<file path="src/design/vtd_pkg.sv">
`timescale 1ns / 1ps
// Shared types and constants for the vertex triple deduplicator.
// Depends on nothing; every other design file imports it.

package vtd_pkg;

    // Default table size and stored reference width.
    localparam int VTD_TABLE_DEPTH = 256;
    localparam int VTD_REF_BITS    = 20;

    // Fixed widths of the channel fields.
    localparam int VTD_REF_W   = 20;
    localparam int VTD_INDEX_W = 8;

    // One face corner, as it arrives.
    typedef struct packed {
        logic                 starts_mesh;
        logic [VTD_REF_W-1:0] position_ref;
        logic [VTD_REF_W-1:0] texcoord_ref;
        logic [VTD_REF_W-1:0] normal_ref;
    } corner_t;

    // One unified vertex result.
    typedef struct packed {
        logic [VTD_INDEX_W-1:0] unified_index;
        logic                   is_new;
        logic [VTD_REF_W-1:0]   position_slot;
        logic [VTD_REF_W-1:0]   texcoord_slot;
        logic [VTD_REF_W-1:0]   normal_slot;
        logic                   overflow;
    } vertex_t;

    // Control bits that travel with a corner from cell to cell.
    typedef struct packed {
        logic valid;   // a corner occupies this link
        logic clr;     // corner starts a new mesh: empty every cell it passes
        logic done;    // corner already matched or stored
        logic is_new;  // corner was stored by a cell
    } ctl_t;

endpackage

</file>
<file path="src/design/vtd_cell.sv">
`timescale 1ns / 1ps
// One table cell: holds one stored triple and its occupancy, checks the
// passing corner against it and hands the corner on. Depends on vtd_pkg.

module vtd_cell import vtd_pkg::*;
#(
    parameter int TABLE_DEPTH = VTD_TABLE_DEPTH,
    parameter int REF_BITS    = VTD_REF_BITS,
    parameter int CELL_INDEX  = 0
)
(
    input  logic                          clk,
    input  logic                          rst_n,
    input  logic                          adv,
    input  ctl_t                          ctl_in,
    input  logic [3*REF_BITS-1:0]         key_in,
    input  logic [$clog2(TABLE_DEPTH)-1:0] idx_in,
    output ctl_t                          ctl_out,
    output logic [3*REF_BITS-1:0]         key_out,
    output logic [$clog2(TABLE_DEPTH)-1:0] idx_out
);

    localparam int KEY_BITS = 3 * REF_BITS;
    localparam int IDX_BITS = $clog2(TABLE_DEPTH);
    localparam logic [IDX_BITS-1:0] MY_IDX = IDX_BITS'(CELL_INDEX);

    logic                occ_reg;
    logic                occ_next;
    logic                occ_eff;
    logic                hit;
    logic                claim;
    logic [KEY_BITS-1:0] entry_reg;
    ctl_t                ctl_reg;
    ctl_t                ctl_next;
    logic [KEY_BITS-1:0] key_reg;
    logic [IDX_BITS-1:0] idx_reg;
    logic [IDX_BITS-1:0] idx_next;

    always_comb
    begin
        // A mesh start empties this cell before the corner looks at it.
        occ_eff  = occ_reg & ~ctl_in.clr;
        hit      = ctl_in.valid & ~ctl_in.done & occ_eff & (entry_reg == key_in);
        claim    = ctl_in.valid & ~ctl_in.done & ~occ_eff;

        occ_next = occ_reg;
        if (ctl_in.valid)
        begin
            occ_next = occ_eff | claim;
        end

        ctl_next = ctl_in;
        idx_next = idx_in;
        if (hit || claim)
        begin
            ctl_next.done = 1'b1;
            idx_next      = MY_IDX;
        end
        if (claim)
        begin
            ctl_next.is_new = 1'b1;
        end
    end

    always_ff @(posedge clk or negedge rst_n)
    begin
        if (!rst_n)
        begin
            occ_reg <= 1'b0;
            ctl_reg <= '0;
        end
        else if (adv)
        begin
            occ_reg <= occ_next;
            ctl_reg <= ctl_next;
        end
    end

    always_ff @(posedge clk)
    begin
        if (adv)
        begin
            key_reg <= key_in;
            idx_reg <= idx_next;
            if (claim)
            begin
                entry_reg <= key_in;
            end
        end
    end

    assign ctl_out = ctl_reg;
    assign key_out = key_reg;
    assign idx_out = idx_reg;

endmodule

</file>
<file path="config.mk">
export PLATFORM = sky130hd
export DESIGN_NAME = vtd_cell
export DESIGN_NICKNAME = d
export VERILOG_FILES = /design/src/design/vtd_pkg.sv /design/src/design/vtd_cell.sv
export SDC_FILE = /design/constraint.sdc
export NUM_CORES = 1
export LEC_CHECK = 0
export ABC_AREA = 0
export BUFFER_PORTS_ARGS = -buffer_cell sky130_fd_sc_hd__buf_2
export CORE_UTILIZATION = 46
export DETAILED_ROUTE_END_ITERATION = 6
export GPL_TIMING_DRIVEN = 0
export PLACE_DENSITY_LB_ADDON = 0.3
export SLEW_MARGIN = 20
export SYNTH_ARGS = -nofsm -noshare
export SYNTH_HDL_FRONTEND = slang
export SYNTH_SLANG_ARGS = --single-unit
export TNS_END_PERCENT = 5
</file>
<file path="constraint.sdc">
create_clock -name clk -period 2.38 [get_ports clk]
set_input_delay 0.476 -clock clk [delete_from_list [all_inputs] [get_ports clk]]
set_output_delay 0.476 -clock clk [all_outputs]
set_load 0.01 [all_outputs]
</file>
==> results of run 1 <==
## power breakdown
| group | switching, mW | internal, mW |
|---|---|---|
| Combinational | 0.223 | 0.161 |
| Sequential | 0.0371 | 2.72 |
| Clock | 0.882 | 1.58 |
## timing repair
action,4_1_cts,5_1_grt
hold endpoints to repair,5,0
endpoints found under the setup margin,0,0
buffers inserted,0,0
hold buffers,1,0
## per-layer routing
layer  GRT usage, %  up-vias
met3          6.140       11
li1               -     1273
met1          20.71     1280
met5              0        -
met4          7.041        2
met2          27.24      109
## stage by stage
step | worst slack (ns) | hold WS [ns] | area (µm²) | instances | TNS (ns)
3_5_place_dp | -0.2628 | 0.2959 | 5724 | 526 | -15.63
6_report | 0.2823 | 0.1849 | 6296 | 559 | 0
3_3_place_gp | -1.132 | 0.2926 | 5700 | 525 | -68.03
2_1_floorplan | 0.3297 | 0.1804 | 4803 | 246 | 0
5_1_grt | 0.1409 | 0.1616 | 6296 | 559 | 0
4_1_cts | 0.2135 | 0.1646 | 6296 | 559 | 0
## cell type report
type | instances | area share [%]
Buffer | 1 | 0.05962
Tap cell | 133 | 2.643
Clock inverter | 12 | 2.166
Timing Repair Buffer | 148 | 12.12
Inverter | 11 | 0.6558
Sequential cell | 133 | 63.04
Multi-Input combinational cell | 101 | 12.56
Clock buffer | 20 | 6.757
## synth_stat cells
cell,number
a21oi_2,1
a22oi_1,1
nor2_1,3
mux2_2,1
dfrtp_1,5
nand4_2,1
inv_1,9
nor3_1,1
a31oi_1,1
o2bb2ai_1,2
edfxtp_1,128
nor4_1,11
xnor2_1,6
clkbuf_1,1
xor2_1,47
nand4_1,3
or4_1,1
a21oi_1,2
nor4_2,2
clkinv_1,2
o221ai_1,3
o21ai_0,3
a22o_1,1
nand2_1,2
and2_1,9
## logic make-up after synthesis
| logic type | Yosys count | synth area share (%) |
|---|---|---|
| muxes | 1 | 0.2345 |
| xor gates and xnor gates | 53 | 9.666 |
| AOI/OAI and AO/OA | 14 | 2.085 |
| and+or+nand+nor | 33 | 4.429 |
| DFF | 133 | 82.65 |
| buffers and inverters | 12 | 0.9379 |
## final timing paths
check	end	startpoint	slack [ns]	cells after the start
max	entry_reg[7]	adv	0.28	4
min	key_out[35]	key_in[35]	0.18	1
max reg2reg	idx_out[4]	entry_reg[0]	0.29	6
min reg2reg	ctl_out[2]	ctl_out[2]	0.52	1
max in group asynchronous	ctl_out[0]	rst_n	1.87	2
min in group asynchronous	occ_reg	rst_n	0.37	2
## worst max-delay path, cell delays in order
cell      delay [ns]
buf_4           0.37
buf_12          0.28
clkbuf_1        0.30
and2_4          0.71
==> results.md, run 1 <==
* Global-route usage over all layers at 16.92%
* Die area at ~11000 µm²
* Clk_skew at between 0.004 and 0.005 ns
* Total wire length at between 8 and 9 mm
* Crit end category: flip-flop
* Synth cell types at 25
* Multi-input logic area at about 790 µm²
* Net count after synthesis at around 320
* Clk slew on worst S/H paths at around 0.05 ns
* CTS root buf: clkbuf_8
* Critical path type: in2reg
* Clk Latency, worst-skew pair at approximately 0.5 ns
* Yosys warning count at 0
* Synth Instances at about 250
* Area leader, netlist: edfxtp_1
* Status: finished, final reports clean
* Met1 Wirelength at between 3 and 4 mm
* Worst Max-Slew Pin Slew at between 0.8 and 0.9 ns
* CP Data Required Time at 2.51 ns
* First-pass GRT wire length at approximately 14 mm
* Sequential area share after synthesis at between 80% and 90%
* Max Slew Vio Count at 0
* Setup Viol. Count Final at 0
* Fin util at between 60% and 70%
* Row cnt at 36
* Post-DP HPWL at ~6 mm
* Synth area leaders: edfxtp_1, xor2_1, dfrtp_1
* Power Density at just under 900 nW/µm²
* Fin crit share at around 88%
* Total grt overflow at 0
* Most frequent cells in the layout: buf_2, edfxtp_1, xor2_1
* Synth Register Bits at approximately 130
* Max Used Layer: met5
* Area Growth Syn to Fin at 31.11%
* 1st-pass router iterations at 4
* Largest net degree at the start of global routing at 61
* Max-slew headroom at the worst pin at 46.39%
* Inserted Diodes at 0
* Crit path time final at about 2.1 ns
* Crit start category: input pin
* Fin nets at a little under 500
* Number of global-route vias before repair at 2730
* Routed wire per std cell at ~15 µm
* Gpl congestion at 0.7630
* RSZ-0062 raised after global routing: no
* Met2 wire len at 4.210 mm
* Hold Vio Cnt, Final at 0
* Initial antenna violation count at 1
* Top-Level Pins at approximately 150
* Share of the synthesized area in the top cell type at 80.04%
* Clk sink count at 133
* Post-CTS Resized at 0
* CTS tree: built
* Leading cell type in the layout, fill and taps excluded: buf_2
* Fraction of layout cells with a size suffix above 1 at between 40% and 50%
* Mapped Avg Cell Area at between 15 and 20 µm²
* Via count at 2675
* Maxcap violations at 0
* Die X-Extent at between 100 and 150 µm
* Core footprint at roughly 10000 µm²
* Max Root-Sink Buffers at 2
* Leakage power at 2.484 nW
* Total power draw at around 5.6 mW
* Via/cell ratio at around 4.8
* Filler cell count at 740
* Max Clk Rate at ~480 MHz
* Die outline height at approximately 100 µm
* Cts bufs inserted at 17
* Met3 WL post-DR at roughly 580 µm
* First DRT Iteration DRCs at between 60 and 70
* Post-synthesis instance area at approximately 4800 µm²
* Post-route DRC at 0
* Peak supply drop at 0.4516 mV
* Initial Util at approximately half
* Antenna viol nets, final at 0
* CP max FO at 60
* Arrival @ worst endpoint at between 2 and 2.5 ns
* FF/Latch Area at 3969 µm²
* HP Class: in2reg
* H-Tree Depth at 4
* I/O Buffers at around 150
No activity file was read; power rests on OpenSTA's default activity.
==> inputs of run 2 (changes only) <==
--- a/config.mk
+++ b/config.mk
@@ -9,3 +9,3 @@
 export BUFFER_PORTS_ARGS = -buffer_cell sky130_fd_sc_hd__buf_2
-export CORE_UTILIZATION = 46
+export CORE_UTILIZATION = 50
 export DETAILED_ROUTE_END_ITERATION = 6
==> constraint.sdc (replaced) <==
create_clock -name clk -period 2 [get_ports clk]
set_input_delay 0.2 -clock clk [delete_from_list [all_inputs] [get_ports clk]]
set_output_delay 0.2 -clock clk [all_outputs]
set_load 0.01 [all_outputs]
==> results.md, run 2 (synthesis gave the netlist of run 1 again) <==
* Fin crit share at 102.3%
* HP Class: in2reg (unchanged)
* Inserted Diodes at 0 (unchanged)
* Cts bufs inserted at 17 (unchanged)
* Gpl congestion at 0.7333 (was 0.7630)
* Met3 usage at 6.337% (was 6.140%)
* Hold Vio Cnt, Final at 2 (was 0)
* Hold WS at -0.06944 ns (was 0.1849 ns)
* GRT busiest layer: met2 (unchanged)
* Setup WS post-layout at -0.04692 ns (was 0.2823 ns)
* Grt met1 use at 23.93% (was 20.71%)
* Fraction of layout cells with a size suffix above 1 at 37.78% (was 42.49%)
* Max Clk Rate at between 400 and 500 MHz
* Switch Pwr at 1.446 mW (was 1.142 mW)
* Maxcap violations at 0 (unchanged)
* Peak supply drop at 0.6824 mV (was 0.4516 mV)
* Global-route usage over all layers at 20.12% (was 16.92%)
* Post-route DRC at 0 (unchanged)
* First DRT Iteration DRCs at 110 (was 62)
* Clk sink count at 133 (unchanged)
* Crit path time final at slightly above 2 ns
* Critical path type: reg2reg (was in2reg)
* Antenna viol nets, final at 0 (unchanged)
* Initial Util at 51.73% (was 48.24%)
* Die X-Extent at 100 µm (was 104.2 µm)
* Crit end category: flip-flop (unchanged)
* Routed wire per std cell at 15.60 µm (was 15.30 µm)
* Leading cell type in the layout, fill and taps excluded: buf_2 (unchanged)
* Max Slew Vio Count at 0 (unchanged)
* Via/cell ratio at 4.825 (was 4.785)
* Fin nets at 558 (was 488)
* Arrival @ worst endpoint at 2.29 ns (was 2.23 ns)
* Comb power frac at 8.3% (was 6.9%)
* Power share of the clock group at 44.6% (was 43.9%)
* Cts hold-fix bufs at 72 (was 1)
* GR Util met2 at 34.27% (was 27.24%)
* Total power draw at 6.973 mW (was 5.597 mW)
* Die area at 10000 µm² (was 10850 µm²)
* Total wire length at 9.735 mm (was 8.551 mm)
* First-pass GRT wire length at 14.81 mm (was 13.70 mm)
* Number of global-route vias before repair at 3058 (was 2730)
* Finished Layout Cells at 624 (was 559)
* Cell count after placement at 521 (was 526)
* Clk_skew at 0.005970 ns (was 0.004847 ns)
* Clk Latency, worst-skew pair at 0.50 ns (about the same)
* I/O Buffers at 146 (unchanged)
* Leakage power at 2.801 nW (was 2.484 nW)
* Die outline height at 100 µm (was 104.2 µm)
* Net Sw Frac at 20.74% (was 20.40%)
* Post-CTS setup buffer count at 0 (unchanged)
* Max-slew headroom at the worst pin at 47.62% (was 46.39%)
* Flop pwr share at 47.1% (was 49.2%)
* Clk slew on worst S/H paths at 0.06 ns (was 0.05 ns)
* Setup Viol. Count Final at 8 (was 0)
* Max Root-Sink Buffers at 2 (unchanged)
* Via count at 3011 (was 2675)
* Total grt overflow at 0 (unchanged)
* Core footprint at 9284 µm² (was 9955 µm²)
* CTS tree: built (unchanged)
* RSZ-0062 raised after global routing: yes (was no)
* Power Density at 986.9 nW/µm² (was 889.0 nW/µm²)
* Failing checks: negative hold slack, negative setup slack
* 1st-pass router iterations at 4 (unchanged)
* Status: finished, violations left (was finished, final reports clean)
* H-Tree Depth at 4 (unchanged)
* Int Pwr at 5.527 mW (was 4.455 mW)
* Most frequent cells in the layout: buf_2, edfxtp_1, dlygate4sd3_1 (was buf_2, edfxtp_1, xor2_1)
* Row cnt at 35 (was 36)
* Largest net degree at the start of global routing at 70 (was 61)
* Initial antenna violation count at 0 (was 1)
* Crit start category: flip-flop (was input pin)
* Area Growth Syn to Fin at 47.13% (was 31.11%)
* CP max FO at 9 (was 60)
* Filler cell count at 558 (was 740)
* Top-Level Pins at 147 (unchanged)
* CTS root buf: clkbuf_8 (unchanged)
* Worst Max-Slew Pin Slew at 0.7858 ns (was 0.8041 ns)
* CP Data Required Time at 2.25 ns (was 2.51 ns)
* Post-DP HPWL at 5.401 mm (was 5.949 mm)
-- run 2: worst max-delay path: stages (launching register included) --
cell and delay, ns:
edfxtp_1 0.38, xnor2_1 0.16, o221ai_1 0.12, or4_1 0.59, nor4_4 0.20, a21oi_2 0.16, and2_1 0.20
-- run 2: path summary, 6_finish.rpt --
kind	start	cells after the start	slack [ns]	to
max	entry_reg[11]	6	-0.05	idx_out[0]
max in group asynchronous	rst_n	2	1.81	ctl_out[3]
min reg2reg	ctl_out[2]	1	0.51	ctl_out[2]
min in group asynchronous	rst_n	2	0.06	ctl_out[2]
min	key_in[11]	1	-0.07	entry_reg[11]
max reg2reg	entry_reg[11]	6	-0.05	idx_out[0]
-- run 2: final cells by class --
type,count,area (µm²),share of cell area [%]
buffer,1,3.754,0.05313
clock buffer,17,414.1,5.862
clock inverter,14,183.9,2.603
inverter,11,41.29,0.5844
multi-input combinational,101,834.6,11.81
sequential,133,3969,56.17
tap,129,161.4,2.284
timing repair buffer,218,1458,20.63
-- run 2: power groups by stage --
stage | Combinational, mW | Clock (mW) | Sequential (mW)
floorplan | 0.107 | 0 | 3.40
global placement | 0.440 | 0 | 3.33
detailed placement | 0.451 | 0 | 3.34
CTS | 0.570 | 3.16 | 3.28
global route | 0.628 | 3.27 | 3.29
finish | 0.577 | 3.11 | 3.28
-- run 2: repair_timing --
item	4_1_cts	5_1_grt
endpoints found under the hold margin	138	2
pin swaps	0	1
gates resized for setup	6	2
endpoints found under the setup margin	9	68
-- run 2: routing by layer --
| layer | vias up | wire (µm) | share of wire, % |
|---|---|---|---|
| li1 | 1420 | - | - |
| met5 | - | 0 | 0 |
| met4 | 0 | 149 | 1.5 |
| met3 | 16 | 542 | 5.6 |
| met2 | 117 | 4976 | 51 |
| met1 | 1458 | 4066 | 42 |
-- run 2: per-stage QoR --
step                      hold slack, ns  TNS [ns]  area, µm²  setup WS (ns)  util (%)
after floorplan                 -0.09559         0       4803         0.1659         -
after global placement           0.01815    -73.71       5695         -1.208     61.35
after detailed placement         0.02029    -24.95       5699        -0.3976     61.39
after CTS                       -0.09088   -0.4548       7058       -0.06182     76.02
after global routing            -0.07801    -1.075       7066        -0.1424     76.11
final                           -0.06944   -0.2992       7066       -0.04692     76.11
